**config.mk**
```make
export PLATFORM = sky130hd
export DESIGN_NAME = lz4_sequence_formatter_flat
export DESIGN_NICKNAME = d
export VERILOG_FILES = /design/src/design/lzsf_pkg.sv /design/src/design/lzsf_if.sv /design/src/design/lzsf_front.sv /design/src/design/lzsf_fifo.sv /design/src/design/lzsf_back.sv /design/src/design/lz4_sequence_formatter.sv /design/src/flat_wrapper.sv
export SDC_FILE = /design/constraint.sdc
export NUM_CORES = 1
export LEC_CHECK = 0
export BUFFER_PORTS_ARGS = -buffer_cell sky130_fd_sc_hd__buf_2
export CAP_MARGIN = 10
export CORE_MARGIN = 2
export CORE_UTILIZATION = 60
export CTS_CLUSTER_DIAMETER = 60
export DETAILED_ROUTE_END_ITERATION = 7
export GPL_TIMING_DRIVEN = 0
export PLACE_DENSITY = 0.8
export SLEW_MARGIN = 20
export SYNTH_ARGS = -nofsm -noshare
export SYNTH_HDL_FRONTEND = slang
export SYNTH_HIERARCHICAL = 1
export SYNTH_SLANG_ARGS = --single-unit
```
**constraint.sdc**
```tcl
create_clock -name clk -period 6.46 [get_ports clk]
set_clock_uncertainty 0.1 [all_clocks]
set_input_delay 0 -clock clk [delete_from_list [all_inputs] [get_ports clk]]
set_output_delay 0 -clock clk [all_outputs]
set_load 0.005 [all_outputs]
```
**src/design/lzsf_pkg.sv**
```systemverilog
// Package with the shared constants, types and helper functions of the LZ4 sequence formatter.
package lzsf_pkg;

    localparam int unsigned MIN_MATCH  = 4;
    localparam int unsigned LEN_BOUND  = 4095;
    localparam int unsigned LEN_W      = 12;
    localparam int unsigned OFF_W      = 16;
    localparam int unsigned BYTE_W     = 8;
    localparam int unsigned NIB_W      = 4;
    localparam int unsigned NIB_MAX    = 15;
    localparam int unsigned EXT_RUN    = 255;
    localparam int unsigned FIFO_DEPTH = 4;
    localparam int unsigned FIFO_AW    = $clog2(FIFO_DEPTH);

    // Item opcodes.
    localparam logic OP_HEADER  = 1'b0;
    localparam logic OP_LITERAL = 1'b1;

    typedef logic [LEN_W-1:0]  len_t;
    typedef logic [OFF_W-1:0]  off_t;
    typedef logic [BYTE_W-1:0] byte_t;
    typedef logic [NIB_W-1:0]  nib_t;

    // One unit of output work, produced by the front end for one accepted item.
    typedef struct packed {
        logic  is_hdr;    // job starts with a token byte
        byte_t token;
        logic  lit_ext;   // literal-length extension bytes follow the token
        len_t  lit_rest;  // literal count minus 15
        byte_t lit;       // literal byte for a literal job
        logic  tail;      // offset and match extension bytes close the job
        off_t  off;
        logic  ml_ext;    // match-length extension bytes follow the offset
        len_t  ml_rest;   // match code minus 15
    } job_t;

    function automatic len_t clamp_len(len_t v);
        len_t r;
        r = (32'(v) > LEN_BOUND) ? len_t'(LEN_BOUND) : v;
        return r;
    endfunction

    function automatic len_t match_code(len_t ml);
        len_t r;
        r = (32'(ml) > MIN_MATCH) ? ml - len_t'(MIN_MATCH) : '0;
        return r;
    endfunction

endpackage

```
**src/design/lzsf_if.sv**
```systemverilog
// Handshake interfaces for the sequence input channel and the byte output channel.
interface lzsf_in_if;
    logic                 valid;
    logic                 ready;
    logic                 opcode;
    lzsf_pkg::len_t       literal_count;
    logic                 has_match;
    lzsf_pkg::len_t       match_length;
    lzsf_pkg::off_t       match_offset;
    lzsf_pkg::byte_t      literal_byte;

    modport source (output valid, opcode, literal_count, has_match, match_length,
                    match_offset, literal_byte, input ready);
    modport sink   (input valid, opcode, literal_count, has_match, match_length,
                    match_offset, literal_byte, output ready);
    modport monitor (input valid, ready, opcode, literal_count, has_match, match_length,
                     match_offset, literal_byte);
endinterface

interface lzsf_out_if;
    logic            valid;
    logic            ready;
    lzsf_pkg::byte_t out_byte;
    logic            last_of_item;

    modport source  (output valid, out_byte, last_of_item, input ready);
    modport sink    (input valid, out_byte, last_of_item, output ready);
    modport monitor (input valid, ready, out_byte, last_of_item);
endinterface

```
**src/design/lzsf_front.sv**
```systemverilog
// Front end: accepts items, tracks the open sequence and turns items into output jobs.
module lzsf_front (
    input  logic           clk,
    input  logic           rst_n,
    lzsf_in_if.sink        seq,
    output lzsf_pkg::job_t job,
    output logic           job_push,
    input  logic           job_full
);
    import lzsf_pkg::*;

    len_t left_reg,      left_next;
    logic pend_reg,      pend_next;
    logic pend_ext_reg,  pend_ext_next;
    len_t pend_rest_reg, pend_rest_next;
    off_t pend_off_reg,  pend_off_next;

    logic accept;
    len_t lc;
    len_t ml;
    len_t code;
    logic ml_ext;
    nib_t hi;
    nib_t lo;

    assign seq.ready = !job_full;
    assign accept    = seq.valid && seq.ready;

    always_comb
    begin
        lc     = clamp_len(seq.literal_count);
        ml     = clamp_len(seq.match_length);
        code   = match_code(ml);
        ml_ext = (code >= len_t'(NIB_MAX));
        hi     = (lc >= len_t'(NIB_MAX)) ? nib_t'(NIB_MAX) : lc[NIB_W-1:0];
        lo     = '0;
        if (seq.has_match)
        begin
            lo = ml_ext ? nib_t'(NIB_MAX) : code[NIB_W-1:0];
        end

        job            = '0;
        job_push       = 1'b0;
        left_next      = left_reg;
        pend_next      = pend_reg;
        pend_ext_next  = pend_ext_reg;
        pend_rest_next = pend_rest_reg;
        pend_off_next  = pend_off_reg;

        if (accept)
        begin
            if (seq.opcode == OP_HEADER)
            begin
                // A new header always drops whatever sequence was still open.
                left_next = '0;
                pend_next = 1'b0;
                if (lc != '0 || seq.has_match)
                begin
                    job_push     = 1'b1;
                    job.is_hdr   = 1'b1;
                    job.token    = {hi, lo};
                    job.lit_ext  = (lc >= len_t'(NIB_MAX));
                    job.lit_rest = lc - len_t'(NIB_MAX);
                    job.off      = seq.match_offset;
                    job.ml_ext   = ml_ext;
                    job.ml_rest  = code - len_t'(NIB_MAX);
                    if (lc == '0)
                    begin
                        job.tail = 1'b1;
                    end
                    else
                    begin
                        left_next      = lc;
                        pend_next      = seq.has_match;
                        pend_ext_next  = ml_ext;
                        pend_rest_next = code - len_t'(NIB_MAX);
                        pend_off_next  = seq.match_offset;
                    end
                end
            end
            else if (left_reg != '0)
            begin
                job_push  = 1'b1;
                job.lit   = seq.literal_byte;
                left_next = left_reg - len_t'(1);
                if (left_reg == len_t'(1))
                begin
                    job.tail    = pend_reg;
                    job.off     = pend_off_reg;
                    job.ml_ext  = pend_ext_reg;
                    job.ml_rest = pend_rest_reg;
                    pend_next   = 1'b0;
                end
            end
        end
    end

    always_ff @(posedge clk or negedge rst_n)
    begin
        if (!rst_n)
        begin
            left_reg <= '0;
            pend_reg <= 1'b0;
        end
        else
        begin
            left_reg <= left_next;
            pend_reg <= pend_next;
        end
    end

    always_ff @(posedge clk)
    begin
        pend_ext_reg  <= pend_ext_next;
        pend_rest_reg <= pend_rest_next;
        pend_off_reg  <= pend_off_next;
    end

endmodule

```
**src/design/lzsf_fifo.sv**
```systemverilog
// Short job queue between the front end and the byte sequencer.
module lzsf_fifo (
    input  logic           clk,
    input  logic           rst_n,
    input  logic           push,
    input  lzsf_pkg::job_t push_job,
    output logic           full,
    input  logic           pop,
    output lzsf_pkg::job_t head,
    output logic           empty
);
    import lzsf_pkg::*;

    job_t                 mem_reg [FIFO_DEPTH];
    logic [FIFO_AW-1:0]   wr_ptr_reg, wr_ptr_next;
    logic [FIFO_AW-1:0]   rd_ptr_reg, rd_ptr_next;
    logic [FIFO_AW:0]     count_reg,  count_next;
    logic                 do_push;
    logic                 do_pop;

    assign full    = (count_reg == (FIFO_AW+1)'(FIFO_DEPTH));
    assign empty   = (count_reg == '0);
    assign do_push = push && !full;
    assign do_pop  = pop && !empty;
    assign head    = mem_reg[rd_ptr_reg];

    always_comb
    begin
        wr_ptr_next = wr_ptr_reg;
        rd_ptr_next = rd_ptr_reg;
        count_next  = count_reg;
        if (do_push)
        begin
            wr_ptr_next = (wr_ptr_reg == FIFO_AW'(FIFO_DEPTH - 1)) ? '0 : wr_ptr_reg + 1'b1;
        end
        if (do_pop)
        begin
            rd_ptr_next = (rd_ptr_reg == FIFO_AW'(FIFO_DEPTH - 1)) ? '0 : rd_ptr_reg + 1'b1;
        end
        case ({do_push, do_pop})
            2'b10:   count_next = count_reg + 1'b1;
            2'b01:   count_next = count_reg - 1'b1;
            default: count_next = count_reg;
        endcase
    end

    always_ff @(posedge clk or negedge rst_n)
    begin
        if (!rst_n)
        begin
            wr_ptr_reg <= '0;
            rd_ptr_reg <= '0;
            count_reg  <= '0;
        end
        else
        begin
            wr_ptr_reg <= wr_ptr_next;
            rd_ptr_reg <= rd_ptr_next;
            count_reg  <= count_next;
        end
    end

    always_ff @(posedge clk)
    begin
        if (do_push)
        begin
            mem_reg[wr_ptr_reg] <= push_job;
        end
    end

endmodule

```
**src/design/lzsf_back.sv**
```systemverilog
// Byte sequencer: expands each job into output bytes, one byte per cycle while the sink is ready.
module lzsf_back (
    input  logic           clk,
    input  logic           rst_n,
    input  lzsf_pkg::job_t job_head,
    input  logic           job_valid,
    output logic           job_pop,
    lzsf_out_if.source     blk
);
    import lzsf_pkg::*;

    localparam logic [2:0] PH_TOKEN = 3'd0;
    localparam logic [2:0] PH_LEXT  = 3'd1;
    localparam logic [2:0] PH_LIT   = 3'd2;
    localparam logic [2:0] PH_OFF0  = 3'd3;
    localparam logic [2:0] PH_OFF1  = 3'd4;
    localparam logic [2:0] PH_MEXT  = 3'd5;

    logic       busy_reg,      busy_next;
    logic [2:0] phase_reg,     phase_next;
    len_t       rest_reg,      rest_next;
    job_t       cur_reg,       cur_next;
    logic       out_valid_reg, out_valid_next;
    byte_t      out_byte_reg,  out_byte_next;
    logic       out_last_reg,  out_last_next;

    job_t       src;
    logic [2:0] ph;
    logic [2:0] ph_n;
    len_t       rest_n;
    byte_t      byte_n;
    logic       done;
    logic       advance;
    logic       step;

    assign blk.valid        = out_valid_reg;
    assign blk.out_byte     = out_byte_reg;
    assign blk.last_of_item = out_last_reg;

    assign advance = !out_valid_reg || blk.ready;
    assign step    = advance && (busy_reg || job_valid);
    assign job_pop = step && !busy_reg;

    always_comb
    begin
        src = busy_reg ? cur_reg : job_head;
        if (busy_reg)
        begin
            ph = phase_reg;
        end
        else
        begin
            ph = job_head.is_hdr ? PH_TOKEN : PH_LIT;
        end

        byte_n = '0;
        done   = 1'b1;
        ph_n   = ph;
        rest_n = rest_reg;

        case (ph)
            PH_TOKEN:
            begin
                byte_n = src.token;
                if (src.lit_ext)
                begin
                    done   = 1'b0;
                    ph_n   = PH_LEXT;
                    rest_n = src.lit_rest;
                end
                else if (src.tail)
                begin
                    done = 1'b0;
                    ph_n = PH_OFF0;
                end
            end
            PH_LEXT:
            begin
                if (rest_reg >= len_t'(EXT_RUN))
                begin
                    byte_n = byte_t'(EXT_RUN);
                    rest_n = rest_reg - len_t'(EXT_RUN);
                    done   = 1'b0;
                end
                else
                begin
                    byte_n = rest_reg[BYTE_W-1:0];
                    if (src.tail)
                    begin
                        done = 1'b0;
                        ph_n = PH_OFF0;
                    end
                end
            end
            PH_LIT:
            begin
                byte_n = src.lit;
                if (src.tail)
                begin
                    done = 1'b0;
                    ph_n = PH_OFF0;
                end
            end
            PH_OFF0:
            begin
                byte_n = src.off[BYTE_W-1:0];
                done   = 1'b0;
                ph_n   = PH_OFF1;
            end
            PH_OFF1:
            begin
                byte_n = src.off[OFF_W-1:BYTE_W];
                if (src.ml_ext)
                begin
                    done   = 1'b0;
                    ph_n   = PH_MEXT;
                    rest_n = src.ml_rest;
                end
            end
            PH_MEXT:
            begin
                if (rest_reg >= len_t'(EXT_RUN))
                begin
                    byte_n = byte_t'(EXT_RUN);
                    rest_n = rest_reg - len_t'(EXT_RUN);
                    done   = 1'b0;
                end
                else
                begin
                    byte_n = rest_reg[BYTE_W-1:0];
                end
            end
            default:
            begin
                byte_n = '0;
                done   = 1'b1;
            end
        endcase

        busy_next      = busy_reg;
        phase_next     = phase_reg;
        rest_next      = rest_reg;
        cur_next       = cur_reg;
        out_valid_next = out_valid_reg;
        out_byte_next  = out_byte_reg;
        out_last_next  = out_last_reg;

        if (step)
        begin
            out_valid_next = 1'b1;
            out_byte_next  = byte_n;
            out_last_next  = done;
            busy_next      = !done;
            cur_next       = src;
            phase_next     = ph_n;
            rest_next      = rest_n;
        end
        else if (advance)
        begin
            out_valid_next = 1'b0;
        end
    end

    always_ff @(posedge clk or negedge rst_n)
    begin
        if (!rst_n)
        begin
            busy_reg      <= 1'b0;
            phase_reg     <= PH_TOKEN;
            out_valid_reg <= 1'b0;
        end
        else
        begin
            busy_reg      <= busy_next;
            phase_reg     <= phase_next;
            out_valid_reg <= out_valid_next;
        end
    end

    always_ff @(posedge clk)
    begin
        rest_reg     <= rest_next;
        cur_reg      <= cur_next;
        out_byte_reg <= out_byte_next;
        out_last_reg <= out_last_next;
    end

endmodule

```
**src/design/lz4_sequence_formatter.sv**
```systemverilog
// Top level of the LZ4 sequence formatter: front end, job queue and byte sequencer.
// With the queue and the sequencer idle, an accepted item is written into the job queue
// and its first byte then into the sequencer's output register.
// The sequencer emits one output byte per cycle while the sink is ready; a plain literal
// emits one byte, and a header or a literal that closes a match adds one more byte
// for each token, extension and offset byte it carries.
// The four-entry job queue lets input items keep arriving while a header's bytes drain.
// Reset (rst_n low, asynchronous) empties the queue, drops any open sequence and
// clears the output valid; input ready is high as soon as reset is released.
module lz4_sequence_formatter (
    input  logic       clk,
    input  logic       rst_n,
    lzsf_in_if.sink    seq,
    lzsf_out_if.source blk
);
    import lzsf_pkg::*;

    // The front end classifies each accepted item. A header's job carries the
    // token, the literal extension length and, with no literals, the match
    // tail; else the tail is parked in the front end until the sequence's
    // last literal comes, then rides with that literal's job. Headers with no
    // literals and no match, and literals outside a sequence, produce no job.
    job_t front_job;
    logic front_push;
    logic queue_full;

    // The queue head feeds the sequencer, which walks one job at a time through
    // its byte phases. It pops a job in the same cycle it emits that job's first
    // byte, so there is no bubble between jobs and literal jobs flow at one per
    // cycle while the sink is ready.
    job_t queue_head;
    logic queue_empty;
    logic queue_pop;

    lzsf_front u_front (
        .clk      (clk),
        .rst_n    (rst_n),
        .seq      (seq),
        .job      (front_job),
        .job_push (front_push),
        .job_full (queue_full)
    );

    lzsf_fifo u_fifo (
        .clk      (clk),
        .rst_n    (rst_n),
        .push     (front_push),
        .push_job (front_job),
        .full     (queue_full),
        .pop      (queue_pop),
        .head     (queue_head),
        .empty    (queue_empty)
    );

    // The sequencer's output register holds each byte until the sink takes it;
    // the job queue keeps a stalled sink from holding up the front end until
    // the queue fills.
    lzsf_back u_back (
        .clk       (clk),
        .rst_n     (rst_n),
        .job_head  (queue_head),
        .job_valid (!queue_empty),
        .job_pop   (queue_pop),
        .blk       (blk)
    );

endmodule

```
**src/flat_wrapper.sv**
```systemverilog
// flat-port wrapper written by rule: the top's interface ports become plain ports
module lz4_sequence_formatter_flat import lzsf_pkg::*;
  (clk, rst_n, seq_valid, seq_opcode, seq_literal_count, seq_has_match, seq_match_length, seq_match_offset, seq_literal_byte, seq_ready, blk_valid, blk_out_byte, blk_last_of_item, blk_ready);
  lzsf_in_if seq_i ();
  lzsf_out_if blk_i ();
  input  logic clk;
  input  logic rst_n;
  input wire logic [$bits(seq_i.valid)-1:0] seq_valid;
  input wire logic [$bits(seq_i.opcode)-1:0] seq_opcode;
  input wire logic [$bits(seq_i.literal_count)-1:0] seq_literal_count;
  input wire logic [$bits(seq_i.has_match)-1:0] seq_has_match;
  input wire logic [$bits(seq_i.match_length)-1:0] seq_match_length;
  input wire logic [$bits(seq_i.match_offset)-1:0] seq_match_offset;
  input wire logic [$bits(seq_i.literal_byte)-1:0] seq_literal_byte;
  output wire logic [$bits(seq_i.ready)-1:0] seq_ready;
  output wire logic [$bits(blk_i.valid)-1:0] blk_valid;
  output wire logic [$bits(blk_i.out_byte)-1:0] blk_out_byte;
  output wire logic [$bits(blk_i.last_of_item)-1:0] blk_last_of_item;
  input wire logic [$bits(blk_i.ready)-1:0] blk_ready;
  assign seq_i.valid = seq_valid;
  assign seq_i.opcode = seq_opcode;
  assign seq_i.literal_count = seq_literal_count;
  assign seq_i.has_match = seq_has_match;
  assign seq_i.match_length = seq_match_length;
  assign seq_i.match_offset = seq_match_offset;
  assign seq_i.literal_byte = seq_literal_byte;
  assign seq_ready = seq_i.ready;
  assign blk_valid = blk_i.valid;
  assign blk_out_byte = blk_i.out_byte;
  assign blk_last_of_item = blk_i.last_of_item;
  assign blk_i.ready = blk_ready;
  lz4_sequence_formatter u_core (.clk(clk), .rst_n(rst_n), .seq(seq_i), .blk(blk_i));
endmodule
```
; Word level (Yosys, flattened, before mapping)
; Memories as Yosys holds them, arrays and structs flattened.
; Cells that the tools add are included.
[word_totals]
register_bits = 134
ram_bits = 240
input_bits = 54
output_inout_bits = 11
wordCells = 133
mem_count = 1
[memory_table]
columns = memory, words, word_bits, rd, rd_clocked_by_memory_dff, wr, line
row1 = u_core.u_fifo.mem_reg, 4, 60, 1, 0, 1, lzsf_fifo.sv:14  ; job_t mem_reg [FIFO_DEPTH];
[op_classes]
addsub = 9
order_cmp = 4
n_eq_ne = 16
mux = 53
bitwise_logic = 2
reduce_logical = 26
[op_table]
columns = cell, count
row1 = $mux W12, 8
row2 = $mux W30, 3
row3 = $mux W60, 1
row4 = $mux W59, 1
row5 = $mux W22, 2
row6 = $pmux W8 S5, 1
row7 = $mux W38, 1
row8 = $pmux W12 S3, 1
row9 = $ge A12 B4 Y1 const B, 2
row10 = $reduce_bool A12 Y1, 2
row11 = $sub A12 B4 Y12 const B, 2
row12 = $mux W1, 19
row13 = $mux W8, 2
row14 = $mux W3, 5
row15 = $pmux W3 S5, 1
row16 = $eq A12 B1 Y1 const B, 1
row17 = $ge A12 B8 Y1 const B, 1
row18 = $gt A12 B3 Y1 const B, 1
row19 = $logic_not A12 Y1, 1
row20 = $mux W4, 3
row21 = $sub A12 B1 Y12 const B, 1
row22 = $sub A12 B3 Y12 const B, 1
row23 = $sub A12 B8 Y12 const B, 1
row24 = $eq A3 B3 Y1 const B, 3
row25 = 24 further kinds, 46

; Longest topological paths before layout
[depth]
ltp_word = 8
depth_mapped = 14
depth_no_buf = 14

; Modules after synthesis
; The synthesis kept the hierarchy.
[modules_own_cells]
columns = module, n_inst, cells_each, area_per_inst_um2, seq_area_each_um2
row1 = lzsf_fifo, 1, 354, 9177.6, 7382.1
row2 = lzsf_back, 1, 314, 4256.6, 2527.4
row3 = lzsf_front, 1, 350, 3165.5, 1196.1
row4 = lz4_sequence_formatter, 1, 1, 3.8, 0.0

; Worst setup path before layout
; Ideal clock, no wire load.
[synth_path]
path_type = register to register
startpoint = reg u_core.u_back.busy_reg
endpoint = reg u_core.u_back.rest_reg[0], enable pin
setup_ps = 385
arrival_time_ps = 4859
t_required_ps = 5975
slack_ps = 1116
stages_incl_launch_ff = 6
path_buffers = 1
period_less_slack_ps = 5344
cell_sequence = dfrtp_1 -> buf_4 -> nor2_1 -> nor2_1 -> o21ai_0 -> a21oi_1
[synth_between]
elab_chain_len = 5
elab_cells_between_ends = 14
cone_classes = eq/ne: 6 / mux: 2 / reduce/logical: 6
[synth_rtl]
columns = element, line
row1 = "start, declared", lzsf_back.sv:19  ; logic busy_reg, busy_next;
row2 = "start signal, assigned", lzsf_back.sv:174  ; busy_reg <= busy_next;
row3 = $mux W3, lzsf_back.sv:47  ; if (busy_reg)
row4 = $eq A3 B3 Y1 or $eq A3 B1 Y1 (tied branches), lzsf_back.sv:61  ; case (ph)
row5 = $reduce_or A2 Y1 (no source line), n/a
row6 = $ne A2 B1 Y1 (no source line) or $reduce_bool A3 Y1 (tied branches), n/a
row7 = $reduce_and A5 Y1 (no source line) *, n/a
row8 = "end signal, assigned", lzsf_back.sv:182  ; rest_reg <= rest_next;
row9 = "end, declared", lzsf_back.sv:21  ; len_t rest_reg, rest_next;
; Mark *: on every way between the ends. The rest lies on a longest branch, timed or not.
; A chain may end at the register's enable or synchronous reset.

; Worst setup path after layout
[layout_path]
startpoint = in seq_match_length[2]
endpoint = reg u_core.u_front.pend_rest_reg[8], data pin
[layout_between]
elab_chain_len = 3
elab_cells_between_ends = 4
cone_classes = add/sub: 2 / order compare: 1 / mux: 1
[layout_rtl]
columns = element, line
row1 = "start, declared", flat_wrapper.sv:12  ; input wire logic [$bits(seq_i.match_length)-1:0] seq_match_length;
row2 = $sub A12 B3 Y12 or $gt A12 B3 Y1 (tied branches), lzsf_pkg.sv:45  ; r = (32'(ml) > MIN_MATCH) ? ml - len_t'(MIN_MATCH) : '0;
row3 = $mux W12 *, lzsf_pkg.sv:45
row4 = $sub A12 B4 Y12 *, lzsf_front.sv:76  ; pend_rest_next = code - len_t'(NIB_MAX);
row5 = "end signal, assigned", lzsf_front.sv:115  ; pend_rest_reg <= pend_rest_next;
row6 = "end, declared", lzsf_front.sv:15  ; len_t pend_rest_reg, pend_rest_next;
; Marked as above.

==> summary.txt <==
Clock network
  • CTS tree: yes
  • Bufs on Longest Clock Path: 3
  • Clk Latency, worst-skew pair: around 0.52 ns
  • H-tree levels: 2
  • Clock transition at path regs: roughly 0.060 ns
  • CTS Buf Count: 38
  • Sinks on Clock Net: around 370
  • Post-cts sizing count: 0
  • Clock root buffer: clkbuf_16

Placement
  • RD Place Congestion: between 0.9 and 1
  • Post-DP HPWL: 24070 um
  • Cell count after placement: ~1400
  • Dpl ws: between 2 and 3 ns
  • Area after DPL: roughly 18000 um2
  • Number of port buffers: 62

Timing
  • Crit share post-route: between 60% and 70%
  • Slew HR: about half
  • Fmax: approximately 250 MHz
  • Fin. max-slew vios: 0
  • Worst Slack Setup Final: around 2.5 ns
  • Unrepaired setup endpoints after global routing: no
  • Final min period: 3.926 ns
  • Final hold violation count: 0
  • Slew @ Worst Pin: approximately 0.77 ns
  • Final setup vio count: 0

Setup path
  • FF-to-FF Start: u_core/u_front/left_reg[4]$_DFFE_PN0P_
  • CP Max Fanout: 6
  • Reg-to-reg endpoint: u_core/u_fifo/count_reg[2]$_DFFE_PN0P_
  • Startpoint Class: input port
  • Worst Setup Path Type: in -> reg
  • R2R setup slack: around 2.7 ns
  • Worst path slowest cell: or4b_2
  • R2R depth: 14
  • Worst setup EP type: flop
  • Buf+Inv Stages, Crit Path: 4
  • Crit path DAT: around 4 ns
  • Crit-path cells: dlygate4sd3_1 > buf_2 > ha_1 > nor3b_1 > o21ai_0 > nand4b_1 > nand2_1 > inv_1 > ha_1 > and3_1 > nor2_1 > a211oi_1 > or4b_2 > o311a_1 > dlygate4sd3_1
  • CP Depth: 15
  • Slowest stage delay, CP: ~0.62 ns
  • Critical path data required time: 6.63 ns
  • Crit path max-delay family: simple AND/OR/NAND/NOR gates

Drt
  • Via count: a little under 10000
  • Iter 0 DRT Violations: 1078
  • # DRC: 0
  • Drt wl/cell: 23.82 um
  • Avg Vias per Cell: ~6.4
  • Post-route ant nets: 0
  • Final WL: 37010 um
  • DR pass1 iterations: 5

Floorplan
  • DIE AREA: roughly 29000 um2
  • Num rows: 60
  • Die width: around 170 um
  • Core box area: 27030 um2
  • Number of I/O pins: 65
  • Initial Util: between 60 and 70%
  • Die height: 170.4 um

Synth
  • Post-synth top area share: between 60% and 70%
  • Cell count after synthesis: ~1000
  • Primary FF master, synth: edfxtp_1
  • Seq cells post-synth: between 300 and 400
  • Post-synthesis sequential area ratio: between 60% and 70%
  • Unique masters post-synth: 84
  • Mapped Area: 16600 um2
  • Avg Inst Size Synth: around 16 um2
  • Synth Net Count: roughly 1100
  • Post-synthesis async set-or-reset flop share: about 6.7%
  • Leading post-synthesis cells by cell area: edfxtp_1 (63%), mux4_2 (7.9%), mux2_2 (4.1%)
  • Ys Warns: 6
  • Cell accounting for the most synthesized area: edfxtp_1
  • Post-synth EDFFs: between 300 and 400

Finish
  • Cell area after layout: just under 20000 um2
  • Final core utilization: just over 70%
  • NumNets Final: between 1000 and 1500
  • Area Overhead vs Synth: 16.40%
  • Ant diodes: 0
  • Fin cells: between 1500 and 2000
  • Max reg flops: 240
  • Share of layout cells above drive strength 1: 26.30%

Global route
  • Initial antenna violation count: 1
  • First-pass GRT wire length: around 57000 um
  • Number of global-route vias before repair: about 10000
  • GR Overflow Total: 0
  • All-Layer GR Usage: about a quarter
  • Largest net degree at the start of global routing: 45

Power
  • VDD IR max: approximately 0.00024 V
  • LEAKAGE: approximately 6.7 nW
  • Pwr/cell area: roughly 470 nW/um2

Min path
  • Worst Hold Path EP: u_core/u_front/pend_rest_reg[7]$_DFFE_PP_
  • Tightest Hold Check Type: in -> reg
  • Worst hold stages: 4
  • Hold_sp: seq_match_length[7]

Status
  • Outcome: complete, no violations

Job
  • Total of max-cap violations: 0
[placed cells by master, fill, tap and decap left out, drive strengths merged, types with 4 or more instances in the layout]
cell type	count
inv	36
nor3	15
a21oi	22
nand2b	14
dfrtp	25
mux4	60
nor4	6
nor2b	10
mux2	61
o21a	4
nor2	76
buf	103
nand3	10
dlygate4sd3	51
and3	7
a31oi	11
o22ai	10
nor3b	6
clkinv	18
xor2	7
and2	13
xnor2	26
a22oi	29
or3	4
ha	14
o21ai	37
a22o	17
a222oi	6
o31a	4
clkbuf	63
mux2i	7
edfxtp	349
nand2	35
[synthesized netlist by cell type, types with 13 or more instances]
cell      count
nand2_1      34
nor2_1       74
inv_1        32
a22oi_1      19
edfxtp_1    349
a22o_1       17
dfrtp_1      25
and2_1       13
xnor2_1      26
ha_1         14
mux2_2       61
o21ai_0      29
a21oi_1      22
clkbuf_1     16
nor3_1       14
buf_2        16
mux4_2       58
[worst max-delay path by stage]
| stage | from | end | slack [ns] |
|---|---|---|---|
| 2_1_floorplan | u_core/u_back/busy_reg$_DFFE_PN0P_ | u_core/u_back/rest_reg[0]$_DFFE_PP_ | 1.12 |
| 3_3_place_gp | u_core/u_back/busy_reg$_DFFE_PN0P_ | u_core/u_back/rest_reg[4]$_DFFE_PP_ | -1.01 |
| 3_5_place_dp | u_core/u_front/left_reg[4]$_DFFE_PN0P_ | u_core/u_fifo/count_reg[2]$_DFFE_PN0P_ | 2.77 |
| 4_1_cts | seq_match_length[2] | u_core/u_front/pend_rest_reg[8]$_DFFE_PP_ | 2.57 |
| 5_1_grt | seq_match_length[2] | u_core/u_front/pend_rest_reg[8]$_DFFE_PP_ | 2.31 |
| 6_report | seq_match_length[2] | u_core/u_front/pend_rest_reg[8]$_DFFE_PP_ | 2.53 |
[worst register-to-register path, delay by kind of cell, from the launching register on]
family | cells | cell delay, ns
AOI/OAI and AO/OA | 1 | 0.35
and+or+nand+nor | 6 | 1.63
adders and majority gates | 2 | 0.56
DFF | 1 | 0.36
xor gates and xnor gates | 2 | 0.31
buffers and inverters | 3 | 0.34
[where the power goes]
part	internal, mW	switching (mW)
Clock	1.21	0.897
Sequential	3.59	0.315
Combinational	1.36	1.67
[area by class of cell]
class	count	area [um2]
flip-flops and latches	374	11110
fillers	1645	7700
multi-input cells	565	5067
repair buffers	124	1056
clock buffers	47	1049
well taps	341	426.7
plain buffers	46	331.6
clock inverters	23	160.2
inverters	34	130.1
[kinds of logic after synthesis]
group	after synthesis	synth area share, %
AO/OA/AOI/OAI	173	7.559
XOR/XNOR	33	1.741
adder cells (fa/ha/maj)	15	1.176
buffers and inverters	80	2.781
flip-flops	374	66.89
multiplexers	128	12.74
AND/OR/NAND/NOR	216	7.114
[through the flow]
stage	power (mW)	setup TNS, ns	hold slack, ns
floorplan	5.905	0	-0.3956
global placement	6.706	-12.06	-0.02554
detailed placement	6.868	0	-0.01268
CTS	9.022	0	0.007649
global route	9.409	0	0.05151
finish	9.027	0	0.01555
[layer usage]
layer	share of wire [%]	track usage (%)	vias up
li1	-	-	4378
met1	41	37.12	5025
met2	49	43.14	460
met3	7.0	4.256	80
met4	2.8	8.621	2
met5	0.030	0	-
[repair_timing]
action                                 CTS  global route
endpoints found under the hold margin  233             0
hold buffers                            52             0
setup buffers                            0             0
Power figures use the tool's default switching activity.
